$ cat src/rtl/xss_pkg.sv
`default_nettype none
package xss_pkg;

   localparam int SECTOR_BYTES = 128;
   localparam int FRAME_LEN    = SECTOR_BYTES + 4;
   localparam int ADDR_W       = $clog2(SECTOR_BYTES);
   localparam int FILL_W       = $clog2(SECTOR_BYTES + 1);
   localparam int FIDX_W       = $clog2(FRAME_LEN + 1);

   // line characters
   localparam logic [7:0] CH_SOH = 8'h01;
   localparam logic [7:0] CH_EOT = 8'h04;
   localparam logic [7:0] CH_ACK = 8'h06;
   localparam logic [7:0] CH_NAK = 8'h15;

   // request operations
   localparam logic [2:0] OP_START   = 3'd0;
   localparam logic [2:0] OP_LOAD    = 3'd1;
   localparam logic [2:0] OP_EOF     = 3'd2;
   localparam logic [2:0] OP_TXSLOT  = 3'd3;
   localparam logic [2:0] OP_RXBYTE  = 3'd4;
   localparam logic [2:0] OP_TIMEOUT = 3'd5;
   localparam logic [2:0] OP_ABORT   = 3'd6;

   // transfer phases
   localparam logic [2:0] PH_IDLE    = 3'd0;
   localparam logic [2:0] PH_SYNC    = 3'd1;
   localparam logic [2:0] PH_LOAD    = 3'd2;
   localparam logic [2:0] PH_SEND    = 3'd3;
   localparam logic [2:0] PH_WAIT    = 3'd4;
   localparam logic [2:0] PH_EOT     = 3'd5;
   localparam logic [2:0] PH_EOTWAIT = 3'd6;
   localparam logic [2:0] PH_DONE    = 3'd7;

   // outcomes
   localparam logic [2:0] OC_RUNNING    = 3'd0;
   localparam logic [2:0] OC_EOT_ACKED  = 3'd1;
   localparam logic [2:0] OC_EOT_NOACK  = 3'd2;
   localparam logic [2:0] OC_EOT_TMO    = 3'd3;
   localparam logic [2:0] OC_NO_SYNC    = 3'd4;
   localparam logic [2:0] OC_SECT_NOACK = 3'd5;
   localparam logic [2:0] OC_ABORTED    = 3'd6;

   // configuration register indexes
   localparam logic [1:0] REG_RETRY_LIMIT = 2'd0;
   localparam logic [1:0] REG_SYNC_LIMIT  = 2'd1;
   localparam logic [1:0] REG_PAD_BYTE    = 2'd2;

   // kind of byte a transmit slot produces
   typedef enum logic [2:0] {
      KIND_NONE,
      KIND_SOH,
      KIND_NUM,
      KIND_CPL,
      KIND_DATA,
      KIND_SUM,
      KIND_EOT
   } kind_type;

   typedef struct packed {
      kind_type   kind;
      logic       use_pad;
      logic [2:0] phase;
      logic [2:0] outcome;
      logic [7:0] sector;
      logic [3:0] attempt;
   } slot_type;

   function automatic logic [3:0] bump4(input logic [3:0] v);
      bump4 = (v == 4'hf) ? 4'hf : v + 4'd1;
   endfunction

endpackage
`default_nettype wire

$ cat src/rtl/xmodem_sector_sender.sv
// XMODEM checksum sender, one request in, one response out.
// Requests (req_*) carry an operation in req_tuser: start, load file byte,
// end of file, transmit slot, received byte, timeout or abort. Every
// accepted request yields exactly one response (rsp_*) that carries the
// frame byte to send (valid only for a transmit slot in a send phase) and
// the transfer status after the request: phase, outcome, sector and attempt.
// Configuration (csr_*) writes retry limit, sync limit and pad byte; write
// it only while no request is in flight.
// File bytes land in a 128-entry sector store; transmit slots read it back
// in frame order, padding past the fill count with the pad byte.
// A request passes the middle stage (control update and store read) and
// then the output register before its response appears. Throughput: one
// request per cycle while the receiver keeps up, bounded by the single
// store access each request makes.
// Reset restores the register defaults and goes idle; the sector store is
// not cleared, since only written entries ever reach the output.
// When the receiver stalls, the output register holds its response, the
// middle stage fills, and then req_tready drops until rsp_tready returns.
`default_nettype none
module xmodem_sector_sender (
   input  wire logic        clock,
   input  wire logic        reset,
   input  wire logic        csr_we,
   input  wire logic [1:0]  csr_addr,
   input  wire logic [7:0]  csr_wdata,
   input  wire logic        req_tvalid,
   output logic             req_tready,
   input  wire logic [15:0] req_tdata,   // file_byte[7:0], rx_byte[15:8]
   input  wire logic [2:0]  req_tuser,   // operation[2:0]
   output logic             rsp_tvalid,
   input  wire logic        rsp_tready,
   output logic [31:0]      rsp_tdata,   // tx_byte[7:0], want_data[8], phase[11:9],
                                         // finished[12], outcome[15:13],
                                         // sector_number[23:16], attempt_number[27:24]
   output logic [0:0]       rsp_tuser    // tx_valid[0]
);

   localparam int ADDR_W = xss_pkg::ADDR_W;
   localparam int FILL_W = xss_pkg::FILL_W;
   localparam int FIDX_W = xss_pkg::FIDX_W;

   // configuration
   logic [3:0] retry_limit_ff, sync_limit_ff;
   logic [7:0] pad_byte_ff;

   always_ff @(posedge clock) begin
      if (reset) begin
         retry_limit_ff <= 4'd10;
         sync_limit_ff  <= 4'd10;
         pad_byte_ff    <= 8'h00;
      end else if (csr_we) begin
         unique case (csr_addr)
            xss_pkg::REG_RETRY_LIMIT: retry_limit_ff <= csr_wdata[3:0];
            xss_pkg::REG_SYNC_LIMIT:  sync_limit_ff  <= csr_wdata[3:0];
            xss_pkg::REG_PAD_BYTE:    pad_byte_ff    <= csr_wdata;
            default: ;
         endcase
      end
   end

   // control state
   logic [2:0]        phase_ff, phase_in;
   logic [FILL_W-1:0] fill_ff, fill_in;
   logic              eof_ff, eof_in;
   logic [7:0]        sector_ff, sector_in;
   logic [3:0]        attempt_ff, attempt_in;
   logic [3:0]        sync_ff, sync_in;
   logic [FIDX_W-1:0] fidx_ff, fidx_in;
   logic [2:0]        outcome_ff, outcome_in;

   // pipeline
   logic                 s1_valid_ff;
   xss_pkg::slot_type    s1_ff, s1_in;
   logic                 out_valid_ff;
   logic                 out_txv_ff;
   logic [7:0]           out_txb_ff;
   logic [2:0]           out_phase_ff, out_outcome_ff;
   logic [7:0]           out_sector_ff;
   logic [3:0]           out_attempt_ff;
   logic [7:0]           sum_ff, sum_in;

   logic s1_advance, accept;
   logic [2:0] op;
   logic [7:0] file_byte, rx_byte;

   // sector store
   logic [7:0]        store [xss_pkg::SECTOR_BYTES];
   logic [7:0]        rd_data_ff;
   logic              wr_en, rd_en;
   logic [ADDR_W-1:0] rd_addr;
   logic [FIDX_W-1:0] data_idx;

   assign op        = req_tuser;
   assign file_byte = req_tdata[7:0];
   assign rx_byte   = req_tdata[15:8];

   assign s1_advance = !out_valid_ff || rsp_tready;
   assign req_tready = !s1_valid_ff || s1_advance;
   assign accept     = req_tvalid && req_tready;

   assign data_idx = fidx_ff - FIDX_W'(3);
   assign rd_addr  = data_idx[ADDR_W-1:0];

   // control update: one request per cycle while req_tready is high
   always_comb begin
      phase_in   = phase_ff;
      fill_in    = fill_ff;
      eof_in     = eof_ff;
      sector_in  = sector_ff;
      attempt_in = attempt_ff;
      sync_in    = sync_ff;
      fidx_in    = fidx_ff;
      outcome_in = outcome_ff;
      wr_en      = 1'b0;
      rd_en      = 1'b0;
      s1_in.kind    = xss_pkg::KIND_NONE;
      s1_in.use_pad = 1'b0;

      case (op)
         xss_pkg::OP_START: begin
            if (phase_ff == xss_pkg::PH_IDLE || phase_ff == xss_pkg::PH_DONE) begin
               phase_in   = xss_pkg::PH_SYNC;
               fill_in    = '0;
               eof_in     = 1'b0;
               sector_in  = 8'd1;
               attempt_in = 4'd0;
               sync_in    = 4'd0;
               fidx_in    = '0;
               outcome_in = xss_pkg::OC_RUNNING;
            end
         end
         xss_pkg::OP_LOAD: begin
            if (phase_ff == xss_pkg::PH_LOAD) begin
               wr_en   = 1'b1;
               fill_in = fill_ff + FILL_W'(1);
               if (fill_in >= FILL_W'(xss_pkg::SECTOR_BYTES)) begin
                  attempt_in = 4'd0;
                  phase_in   = xss_pkg::PH_SEND;
                  fidx_in    = '0;
               end
            end
         end
         xss_pkg::OP_EOF: begin
            if (phase_ff == xss_pkg::PH_LOAD) begin
               eof_in     = 1'b1;
               attempt_in = 4'd0;
               if (fill_ff == '0) begin
                  phase_in = xss_pkg::PH_EOT;
               end else begin
                  phase_in = xss_pkg::PH_SEND;
                  fidx_in  = '0;
               end
            end
         end
         xss_pkg::OP_TXSLOT: begin
            if (phase_ff == xss_pkg::PH_SEND) begin
               if (fidx_ff == '0) begin
                  s1_in.kind = xss_pkg::KIND_SOH;
               end else if (fidx_ff == FIDX_W'(1)) begin
                  s1_in.kind = xss_pkg::KIND_NUM;
               end else if (fidx_ff == FIDX_W'(2)) begin
                  s1_in.kind = xss_pkg::KIND_CPL;
               end else if (fidx_ff < FIDX_W'(xss_pkg::SECTOR_BYTES + 3)) begin
                  s1_in.kind    = xss_pkg::KIND_DATA;
                  s1_in.use_pad = (FILL_W'(data_idx) >= fill_ff);
                  rd_en         = 1'b1;
               end else begin
                  s1_in.kind = xss_pkg::KIND_SUM;
               end
               fidx_in = fidx_ff + FIDX_W'(1);
               if (fidx_in >= FIDX_W'(xss_pkg::FRAME_LEN)) begin
                  attempt_in = xss_pkg::bump4(attempt_ff);
                  phase_in   = xss_pkg::PH_WAIT;
               end
            end else if (phase_ff == xss_pkg::PH_EOT) begin
               s1_in.kind = xss_pkg::KIND_EOT;
               attempt_in = xss_pkg::bump4(attempt_ff);
               phase_in   = xss_pkg::PH_EOTWAIT;
            end
         end
         xss_pkg::OP_RXBYTE, xss_pkg::OP_TIMEOUT: begin
            if (phase_ff == xss_pkg::PH_SYNC) begin
               if (op == xss_pkg::OP_RXBYTE && rx_byte == xss_pkg::CH_NAK) begin
                  phase_in = xss_pkg::PH_LOAD;
                  fill_in  = '0;
               end else begin
                  sync_in = xss_pkg::bump4(sync_ff);
                  if (sync_in >= sync_limit_ff) begin
                     phase_in   = xss_pkg::PH_DONE;
                     outcome_in = xss_pkg::OC_NO_SYNC;
                  end
               end
            end else if (phase_ff == xss_pkg::PH_WAIT) begin
               if (op == xss_pkg::OP_RXBYTE && rx_byte == xss_pkg::CH_ACK) begin
                  sector_in  = sector_ff + 8'd1;
                  attempt_in = 4'd0;
                  if (eof_ff) begin
                     phase_in = xss_pkg::PH_EOT;
                  end else begin
                     phase_in = xss_pkg::PH_LOAD;
                     fill_in  = '0;
                  end
               end else if (attempt_ff >= retry_limit_ff) begin
                  phase_in   = xss_pkg::PH_DONE;
                  outcome_in = xss_pkg::OC_SECT_NOACK;
               end else begin
                  phase_in = xss_pkg::PH_SEND;
                  fidx_in  = '0;
               end
            end else if (phase_ff == xss_pkg::PH_EOTWAIT) begin
               phase_in = xss_pkg::PH_DONE;
               if (op == xss_pkg::OP_TIMEOUT) begin
                  outcome_in = xss_pkg::OC_EOT_TMO;
               end else if (rx_byte == xss_pkg::CH_ACK) begin
                  outcome_in = xss_pkg::OC_EOT_ACKED;
               end else if (attempt_ff >= retry_limit_ff) begin
                  outcome_in = xss_pkg::OC_EOT_NOACK;
               end else begin
                  phase_in = xss_pkg::PH_EOT;
               end
            end
         end
         xss_pkg::OP_ABORT: begin
            if (phase_ff != xss_pkg::PH_IDLE && phase_ff != xss_pkg::PH_DONE) begin
               phase_in   = xss_pkg::PH_DONE;
               outcome_in = xss_pkg::OC_ABORTED;
            end
         end
         default: ;
      endcase

      s1_in.phase   = phase_in;
      s1_in.outcome = outcome_in;
      s1_in.sector  = sector_in;
      s1_in.attempt = attempt_in;
   end

   always_ff @(posedge clock) begin
      if (reset) begin
         phase_ff   <= xss_pkg::PH_IDLE;
         fill_ff    <= '0;
         eof_ff     <= 1'b0;
         sector_ff  <= 8'd1;
         attempt_ff <= 4'd0;
         sync_ff    <= 4'd0;
         fidx_ff    <= '0;
         outcome_ff <= xss_pkg::OC_RUNNING;
      end else if (accept) begin
         phase_ff   <= phase_in;
         fill_ff    <= fill_in;
         eof_ff     <= eof_in;
         sector_ff  <= sector_in;
         attempt_ff <= attempt_in;
         sync_ff    <= sync_in;
         fidx_ff    <= fidx_in;
         outcome_ff <= outcome_in;
      end
   end

   // store: write a loaded byte, read the next data byte of the frame
   always_ff @(posedge clock) begin
      if (accept && wr_en) begin
         store[fill_ff[ADDR_W-1:0]] <= file_byte;
      end
      if (accept && rd_en) begin
         rd_data_ff <= store[rd_addr];
      end
   end

   // middle stage: hold the slot description next to the store read data
   always_ff @(posedge clock) begin
      if (reset) begin
         s1_valid_ff <= 1'b0;
      end else if (accept) begin
         s1_valid_ff <= 1'b1;
      end else if (s1_advance) begin
         s1_valid_ff <= 1'b0;
      end
   end

   always_ff @(posedge clock) begin
      if (accept) begin
         s1_ff <= s1_in;
      end
   end

   // form the frame byte and keep the running checksum
   logic [7:0] data_byte, tx_byte;

   assign data_byte = s1_ff.use_pad ? pad_byte_ff : rd_data_ff;

   always_comb begin
      sum_in = sum_ff;
      case (s1_ff.kind)
         xss_pkg::KIND_SOH:  tx_byte = xss_pkg::CH_SOH;
         xss_pkg::KIND_NUM:  tx_byte = s1_ff.sector;
         xss_pkg::KIND_CPL:  tx_byte = ~s1_ff.sector;
         xss_pkg::KIND_DATA: tx_byte = data_byte;
         xss_pkg::KIND_SUM:  tx_byte = sum_ff;
         xss_pkg::KIND_EOT:  tx_byte = xss_pkg::CH_EOT;
         default:            tx_byte = 8'h00;
      endcase
      // every frame opens with SOH, so restart the sum there
      if (s1_ff.kind == xss_pkg::KIND_SOH) begin
         sum_in = 8'h00;
      end else if (s1_ff.kind == xss_pkg::KIND_DATA) begin
         sum_in = sum_ff + data_byte;
      end
   end

   logic s1_move;
   assign s1_move = s1_valid_ff && s1_advance;

   always_ff @(posedge clock) begin
      if (reset) begin
         out_valid_ff <= 1'b0;
         sum_ff       <= 8'h00;
      end else begin
         if (s1_move) begin
            out_valid_ff <= 1'b1;
            sum_ff       <= sum_in;
         end else if (rsp_tready) begin
            out_valid_ff <= 1'b0;
         end
      end
   end

   always_ff @(posedge clock) begin
      if (s1_move) begin
         out_txv_ff     <= (s1_ff.kind != xss_pkg::KIND_NONE);
         out_txb_ff     <= tx_byte;
         out_phase_ff   <= s1_ff.phase;
         out_outcome_ff <= s1_ff.outcome;
         out_sector_ff  <= s1_ff.sector;
         out_attempt_ff <= s1_ff.attempt;
      end
   end

   assign rsp_tvalid = out_valid_ff;
   assign rsp_tuser  = out_txv_ff;
   assign rsp_tdata  = {4'h0,
                        out_attempt_ff,
                        out_sector_ff,
                        out_outcome_ff,
                        (out_phase_ff == xss_pkg::PH_DONE),
                        out_phase_ff,
                        (out_phase_ff == xss_pkg::PH_LOAD),
                        out_txb_ff};

endmodule
`default_nettype wire

$ cat config.mk
export PLATFORM = sky130hd
export DESIGN_NAME = xmodem_sector_sender
export DESIGN_NICKNAME = d
export VERILOG_FILES = /design/src/rtl/xss_pkg.sv /design/src/rtl/xmodem_sector_sender.sv
export SDC_FILE = /design/constraint.sdc
export NUM_CORES = 1
export LEC_CHECK = 0
export BUFFER_PORTS_ARGS = -buffer_cell sky130_fd_sc_hd__buf_2
export CAP_MARGIN = 0
export CORE_MARGIN = 4
export CORE_UTILIZATION = 35
export DETAILED_ROUTE_END_ITERATION = 7
export HOLD_SLACK_MARGIN = 0.15
export SLEW_MARGIN = 30
export SYNTH_ARGS = -nofsm -noshare
export SYNTH_HDL_FRONTEND = slang
export SYNTH_SLANG_ARGS = --single-unit
$ cat constraint.sdc
create_clock -name clock -period 7.65 [get_ports clock]
set_input_delay 0.3825 -clock clock [delete_from_list [all_inputs] [get_ports clock]]
set_output_delay 0.3825 -clock clock [all_outputs]
set_load 0.01 [all_outputs]
==> metrics.md, run 1 <==
| Metric | Value |
|---|---|
| Status | completed |
| Iter 0 DRT Violations | 2263 |
| Num CTS Buffers | 114 |
| Power density over the cells | around 240 mW/mm^2 |
| Fill count | roughly 12k |
| Vias | 24.8k |
| Met3 WL | 6.92 mm |
| Die H | 374 um |
| RSZ-0062 raised after global routing | no |
| CTS tree | built |
| Slew @ Worst Pin | 1.03 ns |
| GP Congestion | approximately 0.8 |
| First-pass GRT wire length | 167 mm |
| HP Class | primary input to flop |
| Gr usage total | 0.158 |
| Initial DRT Pass Iterations | 5 |
| Crit path DAT | roughly 5.0 ns |
| Number of synthesized flops with an enable pin | 1081 |
| Top_reg_cell synth | edfxtp_1 |
| Worst setup SP type | flop |
| FF+latch count, synth | about 1.1k |
| Max-slew violations | 0 |
| Crit share post-route | 0.598 |
| Post-layout min period | 4.58 ns |
| Worst Skew | approximately 0.022 ns |
| Synthesized instance count | about 2.7k |
| Worst VDD drop | 193 uV |
| Longest Clk Path Bufs | 3 |
| Leakage | about 0.016 uW |
| R2r startpoint | fidx_ff[0] |
| Critical path launch point | fidx_ff[0] |
| Die width | about 370 um |
| Register Area | 0.0338 sq mm |
| H-tree Lvls | 3 |
| Area grow syn2layout | 13.4% |
| # diodes | 0 |
| Vias/cell | 5.36 |
| Wirelength, routed | roughly 110 mm |
| Top Metal Used | met4 |
| Avg Cell Area, Syn | approximately 17 sq um |
| Endpoint type of the worst setup path | flop |
| Die area | 0.140 sq mm |
| Resized cells post-CTS | 0 |
| Yosys warning count | 0 |
| Overflow after GRT | 0 |
| Io pins | 69 |
| CTS clk-pin slew, worst paths | 0.06 ns |
| Worst Hold Launch | req_tdata[1] |
| Mapped cell area | between 0.04 and 0.05 sq mm |
| Post-DP HPWL | between 60 and 70 mm |
| Clock Latency Late Sink | 0.70 ns |
| Met2 routed WL | 53.9 mm |
| Initial core utilization | 0.352 |
| Setup TNS Final | 0 ns |
| Area of the multi-input gates | around 0.012 sq mm |
| Share of layout cells above drive strength 1 | 0.202 |
| Endpoints failing setup | 0 |
| Initial antenna violation count | 0 |
| Max-Cap Viols | 0 |
| Antenna Nets Post-Route | 0 |
| Setup CP Type | flop to flop |
| Layout Nets | between 2k and 3k |
| DRT met1 WL | 49.0 mm |
| Rel. slew slack | 0.309 |
| Unique cell type count in the Yosys netlist | 85 |
| Vias in the first global route | roughly 25k |
| Root Buffer Master | clkbuf_16 |
| Final Hold Fails | 0 |
| Largest net degree at the start of global routing | around 120 |
| Total Power | between 10000 and 15000 uW |
| Number of placement rows | about 130 |
| Register area share after synthesis | 0.720 |
| Remaining DRCs | 0 |
| Drt wl/cell | between 20 and 25 um |
| Sink Count | roughly 1.1k |
| Crit Path Max Fanout | 120 |
| Port bufs | 64 |
| Peak Freq | 218 MHz |
| Post-synth ARST share | 0 |
| Core footprint | 0.133 sq mm |
| CP required | just over 8 ns |
## per-stage QoR
| step | cells | worst slack [ns] | hold WS (ns) | area [sq um] | util |
|---|---|---|---|---|---|
| final | 4631 | 3.07 | 0.210 | 53100 | 0.399 |
| after global routing | 4631 | 2.73 | 0.206 | 53100 | 0.399 |
| after CTS | 4630 | 2.89 | 0.182 | 53100 | 0.398 |
| after detailed placement | 4402 | 2.92 | 0.411 | 49100 | 0.368 |
| after global placement | 4402 | 2.90 | 0.406 | 49100 | 0.368 |
| after floorplan | 2684 | 4.22 | 0.400 | 46900 | - |
## report_power, final
part	internal, uW	switching (uW)	leakage, uW
Combinational	102	223	0.00431
Sequential	6870	19.4	0.0103
Clock	3270	2380	0.00186
Total	10300	2630	0.0164
## cell families (layout without fill, tap and decap cells)
group	count (synthesis)	after routing	share of synthesized area
fa+ha+maj	33	33	0.00897
flops	1146	1146	0.720
other cells	1	4	0.0000800
mux	344	344	0.142
compound gates	265	265	0.0392
xor+xnor	18	18	0.00336
simple gates	685	685	0.0675
buf+inv	189	368	0.0184
## layout make-up
cell class,instances,share of cell area
flip-flops and latches,1146,0.636
multi-input cells,1349,0.232
clock buffers,135,0.0556
well taps,1768,0.0416
repair buffers,118,0.0164
clock inverters,76,0.0158
inverters,39,0.00280
## routing by layer
metal  vias to the layer above  GRT usage
li1                      10905          -
met1                     12887      0.227
met2                       850      0.254
met3                       159     0.0233
met4                         0     0.0417
met5                         -          0
## worst max-delay path, stage by stage, from the launching register on
cell     delay, ns
dfxtp_4       0.83
buf_12        0.57
inv_1         0.27
ha_4          0.40
buf_12        0.54
mux4_2        0.42
mux2i_1       0.21
a21oi_1       0.14
a32oi_1       0.55
nand4_1       0.16
## flip-flops by register name, summed over array words and instances, names as in the netlist, 8 cells and up
signal,flops
out_txb_ff,8
s1_ff,22
store,1024
rd_data_ff,8
sum_ff,8
out_sector_ff,8
sector_ff,8
fill_ff,8
fidx_ff,8
pad_byte_ff,8
## synth_stat cells, drive strengths merged, types with 4 or more instances
cell | count | area share
a311oi | 6 | 0.0011
nand2 | 227 | 0.018
nand4 | 32 | 0.0044
dfxtp | 65 | 0.028
a21o | 9 | 0.0014
o21ai | 50 | 0.0053
xor2 | 5 | 0.00093
a32oi | 32 | 0.0060
or3 | 11 | 0.0015
nand3b | 6 | 0.00096
nor2 | 229 | 0.018
a21oi | 69 | 0.0074
mux2 | 9 | 0.0022
nor2b | 10 | 0.0013
mux2i | 79 | 0.017
xnor2 | 13 | 0.0024
nor4 | 5 | 0.00099
a221oi | 8 | 0.0015
a211oi | 9 | 0.0014
o211ai | 7 | 0.0011
nor3 | 29 | 0.0033
nor3b | 9 | 0.0014
nand3 | 63 | 0.0071
a22oi | 16 | 0.0026
ha | 32 | 0.0085
and3 | 27 | 0.0038
inv | 38 | 0.0030
buf | 70 | 0.0088
clkbuf | 80 | 0.0064
a31oi | 10 | 0.0013
a2bb2oi | 4 | 0.00075
nand2b | 16 | 0.0023
mux4 | 256 | 0.12
a32o | 6 | 0.0013
and2 | 4 | 0.00059
edfxtp | 1081 | 0.69
## cells in the final DEF (no fill, tap or decap), drive strengths merged, types with 10 or more instances in the layout
master / instances
dfxtp: 65
inv: 43
or3: 11
and3: 27
nand4: 32
bufinv: 15
edfxtp: 1081
nand2b: 16
mux4: 256
a31oi: 10
dlygate4sd3: 17
nor2: 229
xnor2: 13
o21ai: 50
mux2i: 79
nand2: 227
nor3: 29
clkbuf: 135
clkinv: 53
nor2b: 10
a22oi: 16
a21oi: 69
ha: 32
a32oi: 32
buf: 101
nand3: 63
## final timing paths
check	to	slack [ns]	cells after the start
hold reg to reg	out_attempt_ff[0]	0.42	0
setup reg to reg	rd_data_ff[4]	3.07	9
setup / recovery	rd_data_ff[4]	3.07	9
hold / removal	store[31][1]	0.21	1
## timing repair
| item | in CTS | in global routing |
|---|---|---|
| endpoints found under the hold margin | 100 | 0 |
| hold buffers | 17 | 0 |
| buffers inserted | 0 | 0 |
Note: power is estimated with default switching activity, not from simulation.
==> inputs of run 2 (changes only) <==
clock period = 4.2 ns   (was 7.65 ns; I/O delays follow)
==> metrics.md, run 2 (synthesis gave the netlist of run 1 again) <==
| Metric | Value |
|---|---|
| FF-to-FF End | rd_data_ff[4] |
| Initial antenna violation count | 2 (+2) |
| Worst VDD drop | 332 uV (+72%) |
| Area grow syn2layout | 14.3% |
| DP Cell Count | 4453 (+1.2%) |
| GP Congestion | 0.816 (+3.7%) |
| Overflow after GRT | 0 (unchanged) |
| Wirelength, routed | 114 mm (+1.2%) |
| Worst Skew | 0.0313 ns (+0.00882 ns) |
| Worst setup SP type | flop |
| Commonest non-fill, non-tap cells in the layout | edfxtp_1, mux4_2, nor2_1 |
| Layout Nets | 2900 (+2.3%) |
| Remaining DRCs | 0 (unchanged) |
| Register Area | 0.0338 sq mm (unchanged) |
| Num CTS Buffers | 113 (-0.88%) |
| Worst Hold Launch | req_tdata[4] |
| Core footprint | 0.133 sq mm (unchanged) |
| Flop-to-flop setup slack | 0.90 ns (-2.17 ns) |
| Fin cells | 4695 (+1.4%) |
| R2r worst-path depth | 7 (-2) |
| Leakage | 0.0167 uW (+1.4%) |
| Die width | 374 um (unchanged) |
| Slew @ Worst Pin | 0.957 ns (-0.0765 ns) |
| CTS clk-pin slew, worst paths | 0.06 ns (about the same) |
| Die area | 0.140 sq mm (unchanged) |
| Die H | 374 um (unchanged) |
| Worst hold margin | 0.201 ns (-0.00892 ns) |
| Setup bufs post-CTS | 0 (unchanged) |
| Sink Count | 1146 (unchanged) |
| R2r startpoint | fidx_ff[2] |
| Antenna Nets Post-Route | 0 (unchanged) |
| Most common cell after layout, fill and taps aside | edfxtp_1 |
| Max FFs per register | 1024 (unchanged) |
| Vias/cell | 5.37 (+0.28%) |
| Pre-CTS WS | 0.949 ns (-1.97 ns) |
| Status | completed |
| CTS tree | built |
| Vias | 25.2k (+1.7%) |
| Fill count | 11.9k (-0.43%) |
| Total Power | 23200 uW (+80%) |
| Rel. slew slack | 0.357 (+0.0487) |
| Final Hold Fails | 0 (unchanged) |
| Drt wl/cell | 24.2 um (-0.21%) |
| Hold Path Depth | 1 (unchanged) |
| Max-Cap Viols | 0 (unchanged) |
| Crit share post-route | 0.786 (+0.187) |
| Max-slew violations | 0 (unchanged) |
| Setup CP Type | flop to flop |
| Gr usage total | 0.160 (+0.00150) |
| Share of layout cells above drive strength 1 | 0.210 (+0.00754) |
| HP Class | primary input to flop |
| RSZ-0062 raised after global routing | no |
| Vias in the first global route | 25.1k (+0.75%) |
| Fin worst setup slack | 0.899 ns (-2.17 ns) |
| # diodes | 0 (unchanged) |
| Largest net degree at the start of global routing | 99 (-18%) |
| Endpoint type of the worst setup path | flop |
| Number of placement rows | 134 (unchanged) |
| Endpoints failing setup | 0 (unchanged) |
| First-pass GRT wire length | 169 mm (+0.89%) |
| Port bufs | 64 (unchanged) |
| Initial DRT Pass Iterations | 6 (+1) |
| H-tree Lvls | 3 (unchanged) |
| Longest Clk Path Bufs | 3 (unchanged) |
| Power density over the cells | 432 mW/mm^2 (+78%) |
| Crit Path Max Fanout | 48 (-60%) |
| Post-DP HPWL | 69.8 mm (+3.8%) |
| Area of the multi-input gates | 0.0123 sq mm (-0.24%) |
| Peak Freq | 303 MHz (+39%) |
| Io pins | 69 (unchanged) |
| Initial core utilization | 0.352 (unchanged) |
| Root Buffer Master | clkbuf_16 |
| CP required | 4.62 ns (-3.43 ns) |
| Iter 0 DRT Violations | 2557 (+13%) |
| Clock Latency Late Sink | 0.71 ns (about the same) |
| Post-layout min period | 3.30 ns (-1.28 ns) |
| Setup TNS Final | 0 ns (unchanged) |
| Crit path DAT | 3.72 ns (-1.26 ns) |
| Min-Delay Endpoint | store[21][4] |
[run 2: per-stage QoR]
| stage | area [sq um] | util |
|---|---|---|
| floorplan | 46900 | - |
| global placement | 49500 | 0.372 |
| detailed placement | 49600 | 0.372 |
| CTS | 53500 | 0.402 |
| global route | 53600 | 0.402 |
| finish | 53600 | 0.402 |
[run 2: worst max-delay path, stage by stage (launching register included)]
cell and delay (ns):
dfxtp_1 0.71, a21oi_1 0.24, xnor2_2 0.22, buf_4 0.63
mux2i_1 0.33, nand2_1 0.08, a32oi_1 0.56, nand4_1 0.17
[run 2: area by class of cell]
type / count / area share
clock buffer: 134 / 0.0544
clock inverter: 75 / 0.0138
timing repair buffer: 184 / 0.0276
multi-input combinational: 1349 / 0.230
tap: 1768 / 0.0413
sequential: 1146 / 0.630
inverter: 39 / 0.00278
[run 2: what timing repair did]
item	4_1_cts	5_1_grt
gates resized for setup	0	0
endpoints found under the hold margin	563	83
hold buffers	31	1
[run 2: per-layer routing]
metal,global-route usage,share of wire
met2,0.247,0.46
met5,0,0.00024
met3,0.0337,0.069
met4,0.0433,0.025
met1,0.229,0.44
[run 2: where the power goes]
| group | total [uW] | internal [uW] | switching, uW |
|---|---|---|---|
| Combinational | 643 | 203 | 440 |
| Sequential | 12500 | 12500 | 21.8 |
| Clock | 9970 | 5650 | 4320 |
[run 2: worst max path at each step]
stage	startpoint	endpoint	slack [ns]	cells past startpoint
after floorplan	fidx_ff[0]	rd_data_ff[0]	0.77	14
after global placement	req_tuser[2]	store[24][1]	0.59	7
after detailed placement	req_tuser[2]	store[37][2]	0.95	6
after CTS	fidx_ff[2]	rd_data_ff[4]	0.98	7
after global routing	fidx_ff[2]	rd_data_ff[4]	0.79	7
final	fidx_ff[2]	rd_data_ff[4]	0.90	7
